--- src/hdl/mep_pkg.sv ---
package mep_pkg;

   // Configuration port geometry.
   localparam int CSR_IDX_W  = 3;
   localparam int CSR_DATA_W = 32;

   // Window coordinates are signed fixed point in a 32-bit word.
   localparam int COORD_W = 32;

   // Width of the iterate z. A point that has not escaped has both parts
   // below 4.0, so the next value stays below 2^31 + 2^(F+4), which fits here
   // for every fraction width up to 28.
   localparam int Z_W = 34;

   // Shared multiplier operand widths. Operand A also carries the 33-bit window
   // span, and operand B the zero-extended pixel index.
   localparam int MUL_A_W = 33;
   localparam int MUL_B_W = 32;

   // Result gray level.
   localparam int GRAY_W = 8;

   // Escape radius in whole units, and the gray scale top (2^GRAY_W - 1).
   localparam int ESC_RADIUS = 4;
   localparam int GRAY_MAX   = 255;

   // Reset values of the configuration registers.
   localparam logic signed [COORD_W-1:0] MIN_X_RESET = -32'sd33554432;
   localparam logic signed [COORD_W-1:0] MAX_X_RESET = 32'sd16777216;
   localparam logic signed [COORD_W-1:0] MIN_Y_RESET = -32'sd25165824;
   localparam logic signed [COORD_W-1:0] MAX_Y_RESET = 32'sd25165824;
   localparam int MAX_ITER_RESET = 1000;
   localparam int WIDTH_RESET    = 640;
   localparam int HEIGHT_RESET   = 480;

   // Register indexes on the configuration port.
   typedef enum logic [CSR_IDX_W-1:0] {
      REG_MIN_X        = 3'd0,
      REG_MAX_X        = 3'd1,
      REG_MIN_Y        = 3'd2,
      REG_MAX_Y        = 3'd3,
      REG_MAX_ITER     = 3'd4,
      REG_IMAGE_WIDTH  = 3'd5,
      REG_IMAGE_HEIGHT = 3'd6
   } csr_index_type;

   // Sequencer states.
   typedef enum logic [3:0] {
      S_IDLE,
      S_MAP_MUL,
      S_MAP_DIV,
      S_MAP_WAIT,
      S_ITER_CHECK,
      S_SQ_I,
      S_CROSS,
      S_UPDATE,
      S_GRAY,
      S_GRAY_WAIT,
      S_DONE
   } state_type;

endpackage

--- src/hdl/mep_chan_if.sv ---
// Request channel: one pixel position.
interface mep_req_if #(parameter int DIM_BITS = 12);
   logic                valid;
   logic                ready;
   logic [DIM_BITS-1:0] pixel_col;
   logic [DIM_BITS-1:0] pixel_row;

   modport source (output valid, output pixel_col, output pixel_row, input ready);
   modport sink   (input valid, input pixel_col, input pixel_row, output ready);
endinterface

// Response channel: iteration count and gray level of one pixel.
interface mep_rsp_if #(parameter int ITER_BITS = 16);
   logic                        valid;
   logic                        ready;
   logic [ITER_BITS-1:0]        iter_count;
   logic [mep_pkg::GRAY_W-1:0]  gray_level;

   modport source (output valid, output iter_count, output gray_level, input ready);
   modport sink   (input valid, input iter_count, input gray_level, output ready);
endinterface

// Configuration write channel.
interface mep_csr_if;
   logic                           valid;
   logic                           ready;
   logic [mep_pkg::CSR_IDX_W-1:0]  index;
   logic [mep_pkg::CSR_DATA_W-1:0] data;

   modport source (output valid, output index, output data, input ready);
   modport sink   (input valid, input index, input data, output ready);
endinterface

--- src/hdl/mep_mul.sv ---
module mep_mul #(
   parameter int A_W = 33,
   parameter int B_W = 32
) (
   input  logic                      clock,
   input  logic signed [A_W-1:0]     a,
   input  logic signed [B_W-1:0]     b,
   output logic signed [A_W+B_W-1:0] product
);

   logic signed [A_W+B_W-1:0] product_ff;
   logic signed [A_W+B_W-1:0] product_in;

   // Full signed product; the result is registered before anyone uses it.
   assign product_in = (A_W+B_W)'(a) * (A_W+B_W)'(b);

   always_ff @(posedge clock) begin
      product_ff <= product_in;
   end

   assign product = product_ff;

endmodule

--- src/hdl/mep_div.sv ---
module mep_div #(
   parameter int DVD_W = 44,
   parameter int DVS_W = 16
) (
   input  logic             clock,
   input  logic             reset,
   input  logic             start,
   input  logic [DVD_W-1:0] dividend,
   input  logic [DVS_W-1:0] divisor,
   output logic             busy,
   output logic             done,
   output logic [DVD_W-1:0] quotient
);

   localparam int CNT_W = $clog2(DVD_W + 1);

   logic             busy_ff, busy_in;
   logic             done_ff, done_in;
   logic [CNT_W-1:0] cnt_ff, cnt_in;
   logic [DVS_W-1:0] rem_ff, rem_in;
   logic [DVS_W-1:0] dvs_ff, dvs_in;
   logic [DVD_W-1:0] quo_ff, quo_in;

   logic [DVS_W:0]   trial;
   logic [DVS_W:0]   trial_sub;
   logic             trial_ge;

   // One restoring step: bring down the next dividend bit and try a subtract.
   assign trial     = {rem_ff, quo_ff[DVD_W-1]};
   assign trial_sub = trial - {1'b0, dvs_ff};
   assign trial_ge  = (trial >= {1'b0, dvs_ff});

   // The dividend shifts out of the top of quo_ff while quotient bits enter.
   always_comb begin
      busy_in = busy_ff;
      done_in = 1'b0;
      cnt_in  = cnt_ff;
      rem_in  = rem_ff;
      dvs_in  = dvs_ff;
      quo_in  = quo_ff;
      if (start) begin
         busy_in = 1'b1;
         cnt_in  = CNT_W'(DVD_W);
         rem_in  = '0;
         dvs_in  = divisor;
         quo_in  = dividend;
      end else if (busy_ff) begin
         cnt_in  = cnt_ff - 1'b1;
         rem_in  = trial_ge ? trial_sub[DVS_W-1:0] : trial[DVS_W-1:0];
         quo_in  = {quo_ff[DVD_W-2:0], trial_ge};
         if (cnt_ff == CNT_W'(1)) begin
            busy_in = 1'b0;
            done_in = 1'b1;
         end
      end
   end

   always_ff @(posedge clock) begin
      if (reset) begin
         busy_ff <= 1'b0;
         done_ff <= 1'b0;
      end else begin
         busy_ff <= busy_in;
         done_ff <= done_in;
      end
      cnt_ff <= cnt_in;
      rem_ff <= rem_in;
      dvs_ff <= dvs_in;
      quo_ff <= quo_in;
   end

   assign busy     = busy_ff;
   assign done     = done_ff;
   assign quotient = quo_ff;

endmodule

--- src/hdl/mandelbrot_escape_pixel.sv ---
// Mandelbrot escape-time engine for one pixel at a time.
// A request on req_if carries a pixel column and row. The block maps them into
// the complex window held in the configuration registers, iterates
// z = z*z + c from zero until |z|^2 reaches 16 or the count reaches max_iter,
// and returns the count and the gray level 255*count/max_iter on rsp_if.
// Registers are written through csr_if (always ready); the user must write
// them only while no request is in flight, which the block does not enforce.
// An unknown index is ignored. One signed multiplier and one bit-serial
// divider are shared under a sequencer. Each axis is mapped with one
// product and, for a nonzero image size, one division; each iteration forms
// the two squares and the cross product and then updates z; the gray level
// takes one more division, unless max_iter is zero. The divider length and
// the iteration loop set the time per pixel.
// One request is worked on at a time; req_if.ready is high only while idle.
// The result sits in an output register, so the next request is taken even
// while rsp_if is stalled; a finished pixel waits for that register to empty.
// Synchronous reset returns the sequencer to idle, drops rsp_if.valid and
// loads the default window, 1000 iterations and a 640 x 480 image.
module mandelbrot_escape_pixel #(
   parameter int DIM_BITS        = 12,
   parameter int ITER_BITS       = 16,
   parameter int COORD_FRAC_BITS = 24
) (
   input  logic       clock,
   input  logic       reset,
   mep_req_if.sink    req_if,
   mep_rsp_if.source  rsp_if,
   mep_csr_if.sink    csr_if
);

   import mep_pkg::*;

   localparam int SIZE_W = DIM_BITS + 1;
   localparam int DVD_W  = COORD_W + DIM_BITS;
   localparam int DVS_W  = (SIZE_W > ITER_BITS) ? SIZE_W : ITER_BITS;
   localparam int PROD_W = MUL_A_W + MUL_B_W;
   localparam int SUM_W  = DVD_W + 2;

   localparam logic signed [Z_W-1:0]    ESC_LIM     = Z_W'(ESC_RADIUS) <<< COORD_FRAC_BITS;
   localparam logic signed [Z_W-1:0]    ESC_LIM_NEG = -ESC_LIM;
   localparam logic signed [PROD_W-1:0] SQ_LIM      = PROD_W'(ESC_LIM) * PROD_W'(ESC_LIM);
   localparam logic signed [SUM_W-1:0]  C_MAX       = SUM_W'({1'b0, {(COORD_W-1){1'b1}}});
   localparam logic signed [SUM_W-1:0]  C_MIN       = ~C_MAX;

   // Configuration registers.
   logic signed [COORD_W-1:0] min_x_ff, min_x_in;
   logic signed [COORD_W-1:0] max_x_ff, max_x_in;
   logic signed [COORD_W-1:0] min_y_ff, min_y_in;
   logic signed [COORD_W-1:0] max_y_ff, max_y_in;
   logic [ITER_BITS-1:0]      max_iter_ff, max_iter_in;
   logic [SIZE_W-1:0]         width_ff, width_in;
   logic [SIZE_W-1:0]         height_ff, height_in;

   // Sequencer and working registers.
   state_type                 state_ff, state_in;
   logic                      axis_ff, axis_in;
   logic [DIM_BITS-1:0]       col_ff, col_in;
   logic [DIM_BITS-1:0]       row_ff, row_in;
   logic                      neg_ff, neg_in;
   logic signed [COORD_W-1:0] cx_ff, cx_in;
   logic signed [COORD_W-1:0] cy_ff, cy_in;
   logic signed [Z_W-1:0]     zr_ff, zr_in;
   logic signed [Z_W-1:0]     zi_ff, zi_in;
   logic signed [PROD_W-1:0]  sq_r_ff, sq_r_in;
   logic signed [PROD_W-1:0]  sq_i_ff, sq_i_in;
   logic [ITER_BITS-1:0]      count_ff, count_in;
   logic [GRAY_W-1:0]         gray_ff, gray_in;

   // Output register.
   logic                      out_valid_ff, out_valid_in;
   logic [ITER_BITS-1:0]      out_count_ff, out_count_in;
   logic [GRAY_W-1:0]         out_gray_ff, out_gray_in;

   // Control decoded from the state.
   logic                      req_ready;
   logic                      req_take;
   logic                      csr_take;
   logic                      out_load;
   logic                      div_start;
   logic                      map_step;

   // Shared unit connections.
   logic signed [MUL_A_W-1:0] mul_a;
   logic signed [MUL_B_W-1:0] mul_b;
   logic signed [PROD_W-1:0]  prod;
   logic [DVD_W-1:0]          div_dividend;
   logic [DVS_W-1:0]          div_divisor;
   logic                      div_busy;
   logic                      div_done;
   logic [DVD_W-1:0]          div_q;

   // Datapath helpers.
   logic signed [MUL_A_W-1:0] span;
   logic [DIM_BITS-1:0]       pix;
   logic [SIZE_W-1:0]         size;
   logic signed [COORD_W-1:0] lo;
   logic                      size_zero;
   logic signed [PROD_W-1:0]  prod_mag;
   logic signed [SUM_W-1:0]   q_signed;
   logic signed [SUM_W-1:0]   c_sum;
   logic signed [COORD_W-1:0] c_sat;
   logic signed [COORD_W-1:0] c_map;
   logic                      bound_esc;
   logic                      iter_stop;
   logic signed [PROD_W-1:0]  sum_sq;
   logic signed [PROD_W-1:0]  diff_sq;
   logic signed [PROD_W-1:0]  sh_r;
   logic signed [PROD_W-1:0]  sh_i;
   logic signed [Z_W-1:0]     zr_next;
   logic signed [Z_W-1:0]     zi_next;
   logic                      sq_esc;
   logic [DVD_W-1:0]          cnt_ext;
   logic [DVD_W-1:0]          gray_dvd;

   // Shared units.
   mep_mul #(
      .A_W (MUL_A_W),
      .B_W (MUL_B_W)
   ) u_mul (
      .clock   (clock),
      .a       (mul_a),
      .b       (mul_b),
      .product (prod)
   );

   mep_div #(
      .DVD_W (DVD_W),
      .DVS_W (DVS_W)
   ) u_div (
      .clock    (clock),
      .reset    (reset),
      .start    (div_start),
      .dividend (div_dividend),
      .divisor  (div_divisor),
      .busy     (div_busy),
      .done     (div_done),
      .quotient (div_q)
   );

   // Handshakes.
   assign req_take = req_if.valid && req_ready;
   assign csr_take = csr_if.valid;

   // Axis selection for the coordinate mapping.
   assign span      = axis_ff ? (MUL_A_W'(max_y_ff) - MUL_A_W'(min_y_ff))
                              : (MUL_A_W'(max_x_ff) - MUL_A_W'(min_x_ff));
   assign pix       = axis_ff ? row_ff : col_ff;
   assign size      = axis_ff ? height_ff : width_ff;
   assign lo        = axis_ff ? min_y_ff : min_x_ff;
   assign size_zero = (size == '0);

   // Mapping: divide the magnitude, restore the sign, add the edge, saturate.
   assign prod_mag = prod[PROD_W-1] ? -prod : prod;
   assign q_signed = neg_ff ? -signed'({2'b00, div_q}) : signed'({2'b00, div_q});
   assign c_sum    = SUM_W'(lo) + q_signed;

   always_comb begin
      priority if (c_sum > C_MAX) begin
         c_sat = C_MAX[COORD_W-1:0];
      end else if (c_sum < C_MIN) begin
         c_sat = C_MIN[COORD_W-1:0];
      end else begin
         c_sat = c_sum[COORD_W-1:0];
      end
   end

   assign c_map    = (state_ff == S_MAP_DIV) ? lo : c_sat;
   assign map_step = ((state_ff == S_MAP_DIV) && size_zero)
                  || ((state_ff == S_MAP_WAIT) && div_done);

   // A part of magnitude 4 or more has escaped without squaring; this also
   // keeps both parts narrow enough for the multiplier.
   assign bound_esc = (zr_ff >= ESC_LIM) || (zr_ff <= ESC_LIM_NEG)
                   || (zi_ff >= ESC_LIM) || (zi_ff <= ESC_LIM_NEG);
   assign iter_stop = (count_ff >= max_iter_ff) || bound_esc;

   // Iteration update from the registered squares and cross product.
   assign sum_sq  = sq_r_ff + sq_i_ff;
   assign sq_esc  = (sum_sq >= SQ_LIM);
   assign diff_sq = sq_r_ff - sq_i_ff;
   assign sh_r    = diff_sq >>> COORD_FRAC_BITS;
   assign sh_i    = prod >>> (COORD_FRAC_BITS - 1);
   assign zr_next = signed'(sh_r[Z_W-1:0]) + Z_W'(cx_ff);
   assign zi_next = signed'(sh_i[Z_W-1:0]) + Z_W'(cy_ff);

   // Gray dividend: count * 255 as (count << 8) - count.
   assign cnt_ext  = DVD_W'(count_ff);
   assign gray_dvd = (cnt_ext << GRAY_W) - cnt_ext;

   // Next state.
   always_comb begin
      state_in = state_ff;
      unique case (state_ff)
         S_IDLE: begin
            if (req_take) begin
               state_in = S_MAP_MUL;
            end
         end
         S_MAP_MUL: begin
            state_in = S_MAP_DIV;
         end
         S_MAP_DIV: begin
            if (!size_zero) begin
               state_in = S_MAP_WAIT;
            end else if (axis_ff) begin
               state_in = S_ITER_CHECK;
            end else begin
               state_in = S_MAP_MUL;
            end
         end
         S_MAP_WAIT: begin
            if (div_done) begin
               state_in = axis_ff ? S_ITER_CHECK : S_MAP_MUL;
            end
         end
         S_ITER_CHECK: begin
            state_in = iter_stop ? S_GRAY : S_SQ_I;
         end
         S_SQ_I: begin
            state_in = S_CROSS;
         end
         S_CROSS: begin
            state_in = S_UPDATE;
         end
         S_UPDATE: begin
            state_in = sq_esc ? S_GRAY : S_ITER_CHECK;
         end
         S_GRAY: begin
            state_in = (max_iter_ff == '0) ? S_DONE : S_GRAY_WAIT;
         end
         S_GRAY_WAIT: begin
            if (div_done) begin
               state_in = S_DONE;
            end
         end
         S_DONE: begin
            if (!out_valid_ff || rsp_if.ready) begin
               state_in = S_IDLE;
            end
         end
         default: begin
            state_in = S_IDLE;
         end
      endcase
   end

   // State-decoded controls and shared unit operands.
   always_comb begin
      req_ready    = 1'b0;
      out_load     = 1'b0;
      div_start    = 1'b0;
      div_dividend = prod_mag[DVD_W-1:0];
      div_divisor  = DVS_W'(size);
      mul_a        = span;
      mul_b        = signed'(MUL_B_W'(pix));
      unique case (state_ff)
         S_IDLE: begin
            req_ready = 1'b1;
         end
         S_MAP_DIV: begin
            div_start = !size_zero;
         end
         S_ITER_CHECK: begin
            mul_a = signed'(zr_ff[MUL_A_W-1:0]);
            mul_b = signed'(zr_ff[MUL_B_W-1:0]);
         end
         S_SQ_I: begin
            mul_a = signed'(zi_ff[MUL_A_W-1:0]);
            mul_b = signed'(zi_ff[MUL_B_W-1:0]);
         end
         S_CROSS: begin
            mul_a = signed'(zr_ff[MUL_A_W-1:0]);
            mul_b = signed'(zi_ff[MUL_B_W-1:0]);
         end
         S_GRAY: begin
            div_start    = (max_iter_ff != '0);
            div_dividend = gray_dvd;
            div_divisor  = DVS_W'(max_iter_ff);
         end
         S_DONE: begin
            out_load = !out_valid_ff || rsp_if.ready;
         end
         default: begin
         end
      endcase
   end

   // Configuration register writes.
   always_comb begin
      min_x_in    = min_x_ff;
      max_x_in    = max_x_ff;
      min_y_in    = min_y_ff;
      max_y_in    = max_y_ff;
      max_iter_in = max_iter_ff;
      width_in    = width_ff;
      height_in   = height_ff;
      if (csr_take) begin
         unique case (csr_index_type'(csr_if.index))
            REG_MIN_X:        min_x_in    = signed'(csr_if.data);
            REG_MAX_X:        max_x_in    = signed'(csr_if.data);
            REG_MIN_Y:        min_y_in    = signed'(csr_if.data);
            REG_MAX_Y:        max_y_in    = signed'(csr_if.data);
            REG_MAX_ITER:     max_iter_in = csr_if.data[ITER_BITS-1:0];
            REG_IMAGE_WIDTH:  width_in    = csr_if.data[SIZE_W-1:0];
            REG_IMAGE_HEIGHT: height_in   = csr_if.data[SIZE_W-1:0];
            default: begin
            end
         endcase
      end
   end

   // Working register updates.
   always_comb begin
      axis_in  = axis_ff;
      col_in   = col_ff;
      row_in   = row_ff;
      neg_in   = neg_ff;
      cx_in    = cx_ff;
      cy_in    = cy_ff;
      zr_in    = zr_ff;
      zi_in    = zi_ff;
      sq_r_in  = sq_r_ff;
      sq_i_in  = sq_i_ff;
      count_in = count_ff;
      gray_in  = gray_ff;

      // A new request starts from z = 0 on the x axis.
      if (req_take) begin
         col_in   = req_if.pixel_col;
         row_in   = req_if.pixel_row;
         axis_in  = 1'b0;
         zr_in    = '0;
         zi_in    = '0;
         count_in = '0;
      end

      if (state_ff == S_MAP_DIV) begin
         neg_in = prod[PROD_W-1];
      end

      // Store one mapped coordinate and move to the other axis.
      if (map_step) begin
         if (axis_ff) begin
            cy_in = c_map;
         end else begin
            cx_in   = c_map;
            axis_in = 1'b1;
         end
      end

      if (state_ff == S_SQ_I) begin
         sq_r_in = prod;
      end
      if (state_ff == S_CROSS) begin
         sq_i_in = prod;
      end

      if ((state_ff == S_UPDATE) && !sq_esc) begin
         zr_in    = zr_next;
         zi_in    = zi_next;
         count_in = ITER_BITS'(count_ff + 1'b1);
      end

      if (state_ff == S_GRAY) begin
         gray_in = '0;
      end
      if ((state_ff == S_GRAY_WAIT) && div_done) begin
         gray_in = div_q[GRAY_W-1:0];
      end
   end

   // Output register: loaded when a pixel finishes, emptied when taken.
   always_comb begin
      out_count_in = out_count_ff;
      out_gray_in  = out_gray_ff;
      out_valid_in = out_valid_ff;
      if (out_load) begin
         out_valid_in = 1'b1;
         out_count_in = count_ff;
         out_gray_in  = gray_ff;
      end else if (rsp_if.ready) begin
         out_valid_in = 1'b0;
      end
   end

   always_ff @(posedge clock) begin
      if (reset) begin
         state_ff     <= S_IDLE;
         out_valid_ff <= 1'b0;
         min_x_ff     <= MIN_X_RESET;
         max_x_ff     <= MAX_X_RESET;
         min_y_ff     <= MIN_Y_RESET;
         max_y_ff     <= MAX_Y_RESET;
         max_iter_ff  <= ITER_BITS'(MAX_ITER_RESET);
         width_ff     <= SIZE_W'(WIDTH_RESET);
         height_ff    <= SIZE_W'(HEIGHT_RESET);
      end else begin
         state_ff     <= state_in;
         out_valid_ff <= out_valid_in;
         min_x_ff     <= min_x_in;
         max_x_ff     <= max_x_in;
         min_y_ff     <= min_y_in;
         max_y_ff     <= max_y_in;
         max_iter_ff  <= max_iter_in;
         width_ff     <= width_in;
         height_ff    <= height_in;
      end
      axis_ff      <= axis_in;
      col_ff       <= col_in;
      row_ff       <= row_in;
      neg_ff       <= neg_in;
      cx_ff        <= cx_in;
      cy_ff        <= cy_in;
      zr_ff        <= zr_in;
      zi_ff        <= zi_in;
      sq_r_ff      <= sq_r_in;
      sq_i_ff      <= sq_i_in;
      count_ff     <= count_in;
      gray_ff      <= gray_in;
      out_count_ff <= out_count_in;
      out_gray_ff  <= out_gray_in;
   end

   // Port drive.
   assign req_if.ready      = req_ready;
   assign csr_if.ready      = 1'b1;
   assign rsp_if.valid      = out_valid_ff;
   assign rsp_if.iter_count = out_count_ff;
   assign rsp_if.gray_level = out_gray_ff;

`ifndef SYNTHESIS
   // The divider is never restarted while it is still working.
   assert property (@(posedge clock) disable iff (reset) div_start |-> !div_busy)
      else $error("divider started while busy");

   // A divider result only arrives while the sequencer waits for one.
   assert property (@(posedge clock) disable iff (reset)
      div_done |-> (state_ff == S_MAP_WAIT || state_ff == S_GRAY_WAIT))
      else $error("divider result arrived outside a wait state");

   // A delivered count never exceeds the iteration limit.
   assert property (@(posedge clock) disable iff (reset)
      rsp_if.valid |-> (rsp_if.iter_count <= max_iter_ff))
      else $error("iteration count above limit");
`endif

endmodule
--- src/flat_wrapper.sv ---
// flat-port wrapper written by rule: the top's interface ports become plain ports
module mandelbrot_escape_pixel_flat import mep_pkg::*;
#(
   parameter int DIM_BITS        = 12,
   parameter int ITER_BITS       = 16,
   parameter int COORD_FRAC_BITS = 24
)
  (clock, reset, req_if_valid, req_if_pixel_col, req_if_pixel_row, req_if_ready, rsp_if_valid, rsp_if_iter_count, rsp_if_gray_level, rsp_if_ready, csr_if_valid, csr_if_index, csr_if_data, csr_if_ready);
  mep_req_if #(.DIM_BITS(DIM_BITS)) req_if_i ();
  mep_rsp_if #(.ITER_BITS(ITER_BITS)) rsp_if_i ();
  mep_csr_if csr_if_i ();
  input  logic clock;
  input  logic reset;
  input wire logic [$bits(req_if_i.valid)-1:0] req_if_valid;
  input wire logic [$bits(req_if_i.pixel_col)-1:0] req_if_pixel_col;
  input wire logic [$bits(req_if_i.pixel_row)-1:0] req_if_pixel_row;
  output wire logic [$bits(req_if_i.ready)-1:0] req_if_ready;
  output wire logic [$bits(rsp_if_i.valid)-1:0] rsp_if_valid;
  output wire logic [$bits(rsp_if_i.iter_count)-1:0] rsp_if_iter_count;
  output wire logic [$bits(rsp_if_i.gray_level)-1:0] rsp_if_gray_level;
  input wire logic [$bits(rsp_if_i.ready)-1:0] rsp_if_ready;
  input wire logic [$bits(csr_if_i.valid)-1:0] csr_if_valid;
  input wire logic [$bits(csr_if_i.index)-1:0] csr_if_index;
  input wire logic [$bits(csr_if_i.data)-1:0] csr_if_data;
  output wire logic [$bits(csr_if_i.ready)-1:0] csr_if_ready;
  assign req_if_i.valid = req_if_valid;
  assign req_if_i.pixel_col = req_if_pixel_col;
  assign req_if_i.pixel_row = req_if_pixel_row;
  assign req_if_ready = req_if_i.ready;
  assign rsp_if_valid = rsp_if_i.valid;
  assign rsp_if_iter_count = rsp_if_i.iter_count;
  assign rsp_if_gray_level = rsp_if_i.gray_level;
  assign rsp_if_i.ready = rsp_if_ready;
  assign csr_if_i.valid = csr_if_valid;
  assign csr_if_i.index = csr_if_index;
  assign csr_if_i.data = csr_if_data;
  assign csr_if_ready = csr_if_i.ready;
  mandelbrot_escape_pixel #(.DIM_BITS(DIM_BITS), .ITER_BITS(ITER_BITS), .COORD_FRAC_BITS(COORD_FRAC_BITS)) u_core (.clock(clock), .reset(reset), .req_if(req_if_i), .rsp_if(rsp_if_i), .csr_if(csr_if_i));
endmodule
--- config.mk ---
export PLATFORM = sky130hd
export DESIGN_NAME = mandelbrot_escape_pixel_flat
export DESIGN_NICKNAME = d
export VERILOG_FILES = /design/src/hdl/mep_pkg.sv /design/src/hdl/mep_chan_if.sv /design/src/hdl/mep_mul.sv /design/src/hdl/mep_div.sv /design/src/hdl/mandelbrot_escape_pixel.sv /design/src/flat_wrapper.sv
export SDC_FILE = /design/constraint.sdc
export NUM_CORES = 2
export LEC_CHECK = 0
export ABC_AREA = 1
export BUFFER_PORTS_ARGS = -buffer_cell sky130_fd_sc_hd__buf_4
export CAP_MARGIN = 0
export CORE_UTILIZATION = 40
export CTS_CLUSTER_DIAMETER = 100
export DETAILED_ROUTE_END_ITERATION = 12
export GPL_TIMING_DRIVEN = 0
export SYNTH_ARGS = -nofsm -noshare
export SYNTH_HDL_FRONTEND = slang
export SYNTH_SLANG_ARGS = --single-unit
--- constraint.sdc ---
create_clock -name clock -period 12.4 [get_ports clock]
set_input_delay 2.48 -clock clock [delete_from_list [all_inputs] [get_ports clock]]
set_output_delay 2.48 -clock clock [all_outputs]
set_load 0.1 [all_outputs]
Word level (Yosys, flattened, before mapping)
Cells that the tools add are included.
{"block": "classes", "add_sub_neg": 13, "n_mul": 1, "order_cmp": 9, "n_eq_ne": 21, "mux": 45, "bitwise": 2, "n_reduce_logical": 36}
{"operator": "2-to-1 mux 44 bit", "count": 4}
{"operator": "2-to-1 mux 32 bit", "count": 4}
{"operator": "2-to-1 mux 34 bit", "count": 3}
{"operator": "adder 34 x 32 -> 34 bit", "count": 2}
{"operator": "greater-or-equal comparator 34 x 28 -> 1 bit, second input constant", "count": 2}
{"operator": "less-or-equal comparator 34 x 27 -> 1 bit, second input constant", "count": 2}
{"operator": "case mux 33 bit (2 select lines)", "count": 1}
{"operator": "subtractor 32 x 32 -> 33 bit", "count": 2}
{"operator": "adder 65 bit", "count": 1}
{"operator": "greater-or-equal comparator 65 x 54 -> 1 bit, second input constant", "count": 1}
{"operator": "multiplier 33 x 32 -> 65 bit", "count": 1}
{"operator": "case mux 32 bit (2 select lines)", "count": 1}
{"operator": "subtractor 58 bit", "count": 1}
{"operator": "2-to-1 mux 16 bit", "count": 3}
{"operator": "adder 32 x 46 -> 46 bit", "count": 1}
{"operator": "> comparator 46 x 32 -> 1 bit, second input constant", "count": 1}
{"operator": "less-than comparator 46 x 32 -> 1 bit, second input constant", "count": 1}
{"operator": "2-to-1 mux 46 bit", "count": 1}
{"operator": "negation 44 -> 46 bit", "count": 1}
{"operator": "negation 44 bit", "count": 1}
{"operator": "case mux 4 bit (11 select lines)", "count": 1}
{"operator": "2-to-1 mux 33 bit", "count": 1}
{"operator": "2-to-1 mux 4 bit", "count": 7}
{"operator": "2-to-1 mux 13 bit", "count": 2}
{"operator": "36 further kinds", "count": 82}
{"block": "totals", "reg_bits": 660, "inputBits": 64, "out_inout_bits": 27, "wordCells": 158}

Depth between registers and ports, before layout
{"block": "depth", "depth_word": 7, "ltp_mapped": 46, "ltp_nobuf": 46}

Modules after synthesis
Synthesis repeated with hierarchy kept, for this count alone.
{"block": "hier_totals", "cells_unflattened": 11831, "area_unflattened_um2": 87605.3}
{"module": "mandelbrot_escape_pixel", "instances": 1, "cells_per_inst": 5995, "area_each_um2": 41656.2, "seq_area_each_um2": 13583.0}
{"module": "mep_mul", "instances": 1, "cells_per_inst": 5266, "area_each_um2": 41314.6, "seq_area_each_um2": 1301.2}
{"module": "mep_div", "instances": 1, "cells_per_inst": 570, "area_each_um2": 4634.4, "seq_area_each_um2": 2282.2}

Worst setup path before layout
No wires, ideal clock.
{"block": "synth_path", "path_type": "register to register", "start": "register u_core.state_ff[1]", "end": "register u_core.u_mul.product_ff[59], in the netlist u_core.u_mul.product[59]", "setup_time_ns": 0.121, "arrival_ns": 11.070, "required_time_ns": 12.279, "setup_slack_ns": 1.210, "path_stages_with_launch": 29, "n_path_buf": 2, "synth_period_minus_slack_ns": 11.190, "path_cell_list": "dfxtp_1 > clkbuf_1 > nor2_1 > inv_1 > nor2_1 > nor2_2 > o221ai_1 > clkbuf_1 > nor2_1 > ha_1 > fa_1 > fa_1 > inv_1 > fa_1 > inv_1 > fa_1 > inv_1 > fa_1 > fa_1 > fa_1 > inv_1 > ha_1 > a21oi_1 > o21a_1 > a21boi_0 > o21ai_0 > nand2_1 > nand3_1 > xor2_1"}
{"block": "synth_between", "elab_chain_cells": 4, "elab_cells_between_ends": 8, "cone_classes": "mul: 1; eq/ne: 3; mux: 2; reduce/logical: 2"}
{"element": "from (decl)", "line": "mandelbrot_escape_pixel.sv:55", "text": "state_type state_ff, state_in;"}
{"element": "from (signal assigned)", "line": "mandelbrot_escape_pixel.sv:398", "text": "state_ff <= state_in;"}
{"element": "equality test 4 x 3 -> 1 bit", "line": "mandelbrot_escape_pixel.sv:256", "text": "unique case (state_ff)"}
{"element": "OR reduction 2 bit (no source line)"}
{"element": "case mux 33 bit (2 select lines) or case mux 32 bit (2 select lines) (tied branches)", "line": "mandelbrot_escape_pixel.sv:256"}
{"element": "multiplier 33 x 32 -> 65 bit *", "line": "mep_mul.sv:15", "text": "assign product_in = (A_W+B_W)'(a) * (A_W+B_W)'(b);"}
{"element": "via u_core.u_mul.product_in[59]", "line": "mep_mul.sv:12", "text": "logic signed [A_W+B_W-1:0] product_in;"}
{"element": "to (signal assigned)", "line": "mep_mul.sv:18", "text": "product_ff <= product_in;"}
{"element": "to (decl)", "line": "mep_mul.sv:11", "text": "logic signed [A_W+B_W-1:0] product_ff;"}
The timed path passes the listed nets; every way through them passes the cells marked *.
A chain may end at the register's enable or synchronous reset.

Worst setup path in the final report
{"block": "layout_path", "start": "register u_core.axis_ff", "end": "register u_core.u_mul.product_ff[63], in the netlist u_core.u_mul.product[63]"}
{"block": "layout_between", "elab_chain_cells": 3, "elab_cells_between_ends": 5, "cone_classes": "mul: 1; mux: 4"}
{"element": "from (decl)", "line": "mandelbrot_escape_pixel.sv:56", "text": "logic axis_ff, axis_in;"}
{"element": "from (signal assigned)", "line": "mandelbrot_escape_pixel.sv:408", "text": "axis_ff <= axis_in;"}
{"element": "2-to-1 mux 33 bit or 2-to-1 mux 12 bit (tied branches)", "line": "mandelbrot_escape_pixel.sv:145, mandelbrot_escape_pixel.sv:147"}
{"element": "case mux 33 bit (2 select lines) or case mux 32 bit (2 select lines) (tied branches)", "line": "mandelbrot_escape_pixel.sv:256"}
{"element": "multiplier 33 x 32 -> 65 bit *", "line": "mep_mul.sv:15"}
{"element": "via u_core.u_mul.product_in[63]", "line": "mep_mul.sv:12"}
Marks and branches as above.

==> metrics.md <==
| Metric | Value |
|---|---|
| # rows | `168` |
| Yosys warnings | `0` |
| Initial antenna violation count | `25` |
| Root Buffer | `clkbuf_16` |
| CP dominant cell by count | `fa_1` |
| Layout cell share with drive strength beyond 1 | `0.0492` |
| Critical path class | `flop to flop` |
| Initial core utilization | `0.402` |
| Unique masters post-synth | `72` |
| Maximum number of pins on one net before global-route repair | `38` |
| Via density | `5.42` |
| Number of I/O port buffers | `89` |
| Failing checks | `max-capacitance violations, max-slew violations` |
| Status | `complete, but fails checks` |
| Tcrit/Tclk final | `0.988` |
| Startpoint types | `flop` |
| Overflow after GRT | `0` |
| Synthesized area | `0.0843 mm²` |
| Crit Path Max Fanout | `10` |
| Max-slew headroom | `-0.0899` |
| Largest stage delay, worst path | `950 ps` |
| Synth Flop Type | `edfxtp_1` |
| Via count | `around 76000` |
| Number of synthesized flops with an enable pin | `about 400` |
| Wirelength per Cell | `24.6 µm` |
| First-pass GRT wire length | `501 mm` |
| Worst skew pair latency | `770 ps` |
| Area leader, netlist | `fa_1` |
| CP arrival | `12740 ps` |
| Mean Syn Cell Area | `between 7 and 8 µm²` |
| Clock Tree Buf Depth | `3` |
| Clk slew on worst S/H paths | `60 ps` |
| Min Tclk post-route | `12250 ps` |
| Ports | `91` |
| Most common library cells after synthesis | `2177 x inv_1, 2150 x nand2_1, 1416 x nor2_1` |
| Fmax | `81.7 MHz` |
| DRT iter0 DRCs | `7534` |
| Unrepaired setup endpoints after global routing | `false` |
| TNS Setup | `0 ps` |
| CTS buffer count | `80` |
| Sequential share of the synthesized area | `0.204` |
| Count of final setup violators | `0` |
| Worst slew pin tran | `approximately 1600 ps` |
| DIE AREA | `~0.21 mm²` |
| Max Clock Skew | `85.5 ps` |
| WL final | `345 mm` |
| Worst Hold Class | `flop to flop` |
| CTS tree | `built` |
| Top-area cell type share of the netlist area | `0.266` |
| Slew Limit Fails | `14` |
| CP max stage cell | `fa_1` |
| Die W | `461 µm` |
| Critical path data required time | `12890 ps` |
| Post-route ant nets | `0` |
| Top cells by area, synth | `fa_1 27%, edfxtp_1 14%, inv_1 9.7%` |
| Syn Inst Count | `between 10000 and 15000` |
| Family with the most delay on the worst path | `adder cells` |
| Routability cong. | `1.03` |
| GRT Util Overall | `0.325` |
| Fin. Hold Viols | `0` |
| Detailed Place HPWL | `294 mm` |
| Register bit total from synthesis | `660` |
| Chip height | `461 µm` |
| CP bufs+invs | `4` |
| FFs w/ async S/R, synth | `0` |
| Max-Cap Viols | `4` |
| Crit end category | `flop` |
| Core area | `0.209 mm²` |
| Vias in the first global route | `75600` |
| DR DRC count | `0` |
| H-tree Lvls | `3` |
| Clock sink total | `660` |
| Synth Net Count | `~13000` |
| Most numerous cell in the Yosys netlist | `inv_1` |
| Drt first pass iters | `10` |
| Layout Area Growth over Synthesis | `8.95%` |
| Layout net count | `12800` |
==> cell families after synthesis <==
family,Yosys count,share of synthesized area
mux,3,0.000356
xor+xnor,262,0.0272
fa+ha+maj,1647,0.344
buf+inv,2534,0.115
flops,660,0.204
simple gates,4257,0.206
compound gates,1559,0.103
other cells,1,0.0000445
==> state kept, by name, indices dropped and copies added, names as in the netlist, 13 cells and up <==
signal	cells
u_core.max_x_ff	32
u_core.min_x_ff	32
u_core.zi_ff	34
u_core.max_iter_ff	16
u_core.sq_r_ff	65
u_core.width_ff	13
u_core.u_div.quotient	44
u_core.zr_ff	34
u_core.u_mul.product	65
u_core.cx_ff	32
u_core.u_div.dvs_ff	16
u_core.min_y_ff	32
u_core.cy_ff	32
u_core.count_ff	16
u_core.height_ff	13
u_core.max_y_ff	32
u_core.sq_i_ff	65
u_core.rsp_if.iter_count	16
u_core.u_div.rem_ff	16
==> cell usage in the layout, fill, tap and decap left out, types with 21 or more instances in the layout <==
master and n:
nor2_1 1409, o22ai_1 31, nor2_2 47, buf_2 60, nand4_1 61, a21o_1 21
clkbuf_16 86, o21bai_1 49, nor3_1 103, buf_4 121, dfxtp_1 265, o21ai_0 503
nor4_1 52, xnor2_1 78, xor2_1 184, o211ai_1 58, a31oi_1 76, fa_1 1117
inv_2 38, nand3_1 293, inv_1 2176, ha_1 528, a21oi_1 633, o21a_1 24
o21ai_1 44, edfxtp_1 395, nand2_1 2150, or2_2 50, clkbuf_1 214
==> layout make-up <==
class,count,area (µm²)
clock buffers,109,2320
diodes,13,32.5
plain buffers,302,1320
inverters,2231,8370
repair buffers,123,1100
flip-flops and latches,660,17200
fillers,21500,118000
clock inverters,41,440
well taps,2805,3510
multi-input cells,7729,57500
==> metal layers <==
metal	track usage	up-vias	wire length (µm)
met3	0.0500	639	28200
met1	0.439	37500	145000
met5	0	-	69
met2	0.517	3379	155000
li1	-	34400	-
met4	0.135	10	16500
==> what timing repair did <==
| action | 4_1_cts | 5_1_grt |
|---|---|---|
| pin swaps | 0 | 1 |
| buffers inserted | 0 | 4 |
| hold buffers | 0 | 0 |
| resized for setup | 4 | 14 |
| endpoints found under the setup margin | 12 | 12 |
==> per-stage QoR <==
step           instances  utilization  area [µm²]  hold WS, ps  worst slack, ps
2_1_floorplan      10900            -       84300          400             1210
3_3_place_gp       13800        0.422       88400          408            -5060
3_5_place_dp       13800        0.425       88900          411             -584
4_1_cts            14000        0.438       91700          421             79.8
5_1_grt            14000        0.438       91800          428             35.0
6_report           14000        0.438       91800          419              153
==> path summary, 6_finish.rpt <==
| kind | startpoint | endpoint | slack [ps] | cells after the start |
|---|---|---|---|---|
| max | u_core.axis_ff | u_core.u_mul.product[63] | 150 | 25 |
| min | u_core.gray_ff[0] | u_core.rsp_if.gray_level[0] | 420 | 0 |
| max reg2reg | u_core.axis_ff | u_core.u_mul.product[63] | 150 | 25 |
| min reg2reg | u_core.gray_ff[0] | u_core.rsp_if.gray_level[0] | 420 | 0 |
Power is not shown: default switching activity piles up to over one toggle a cycle in this logic, so the estimate is an artifact.
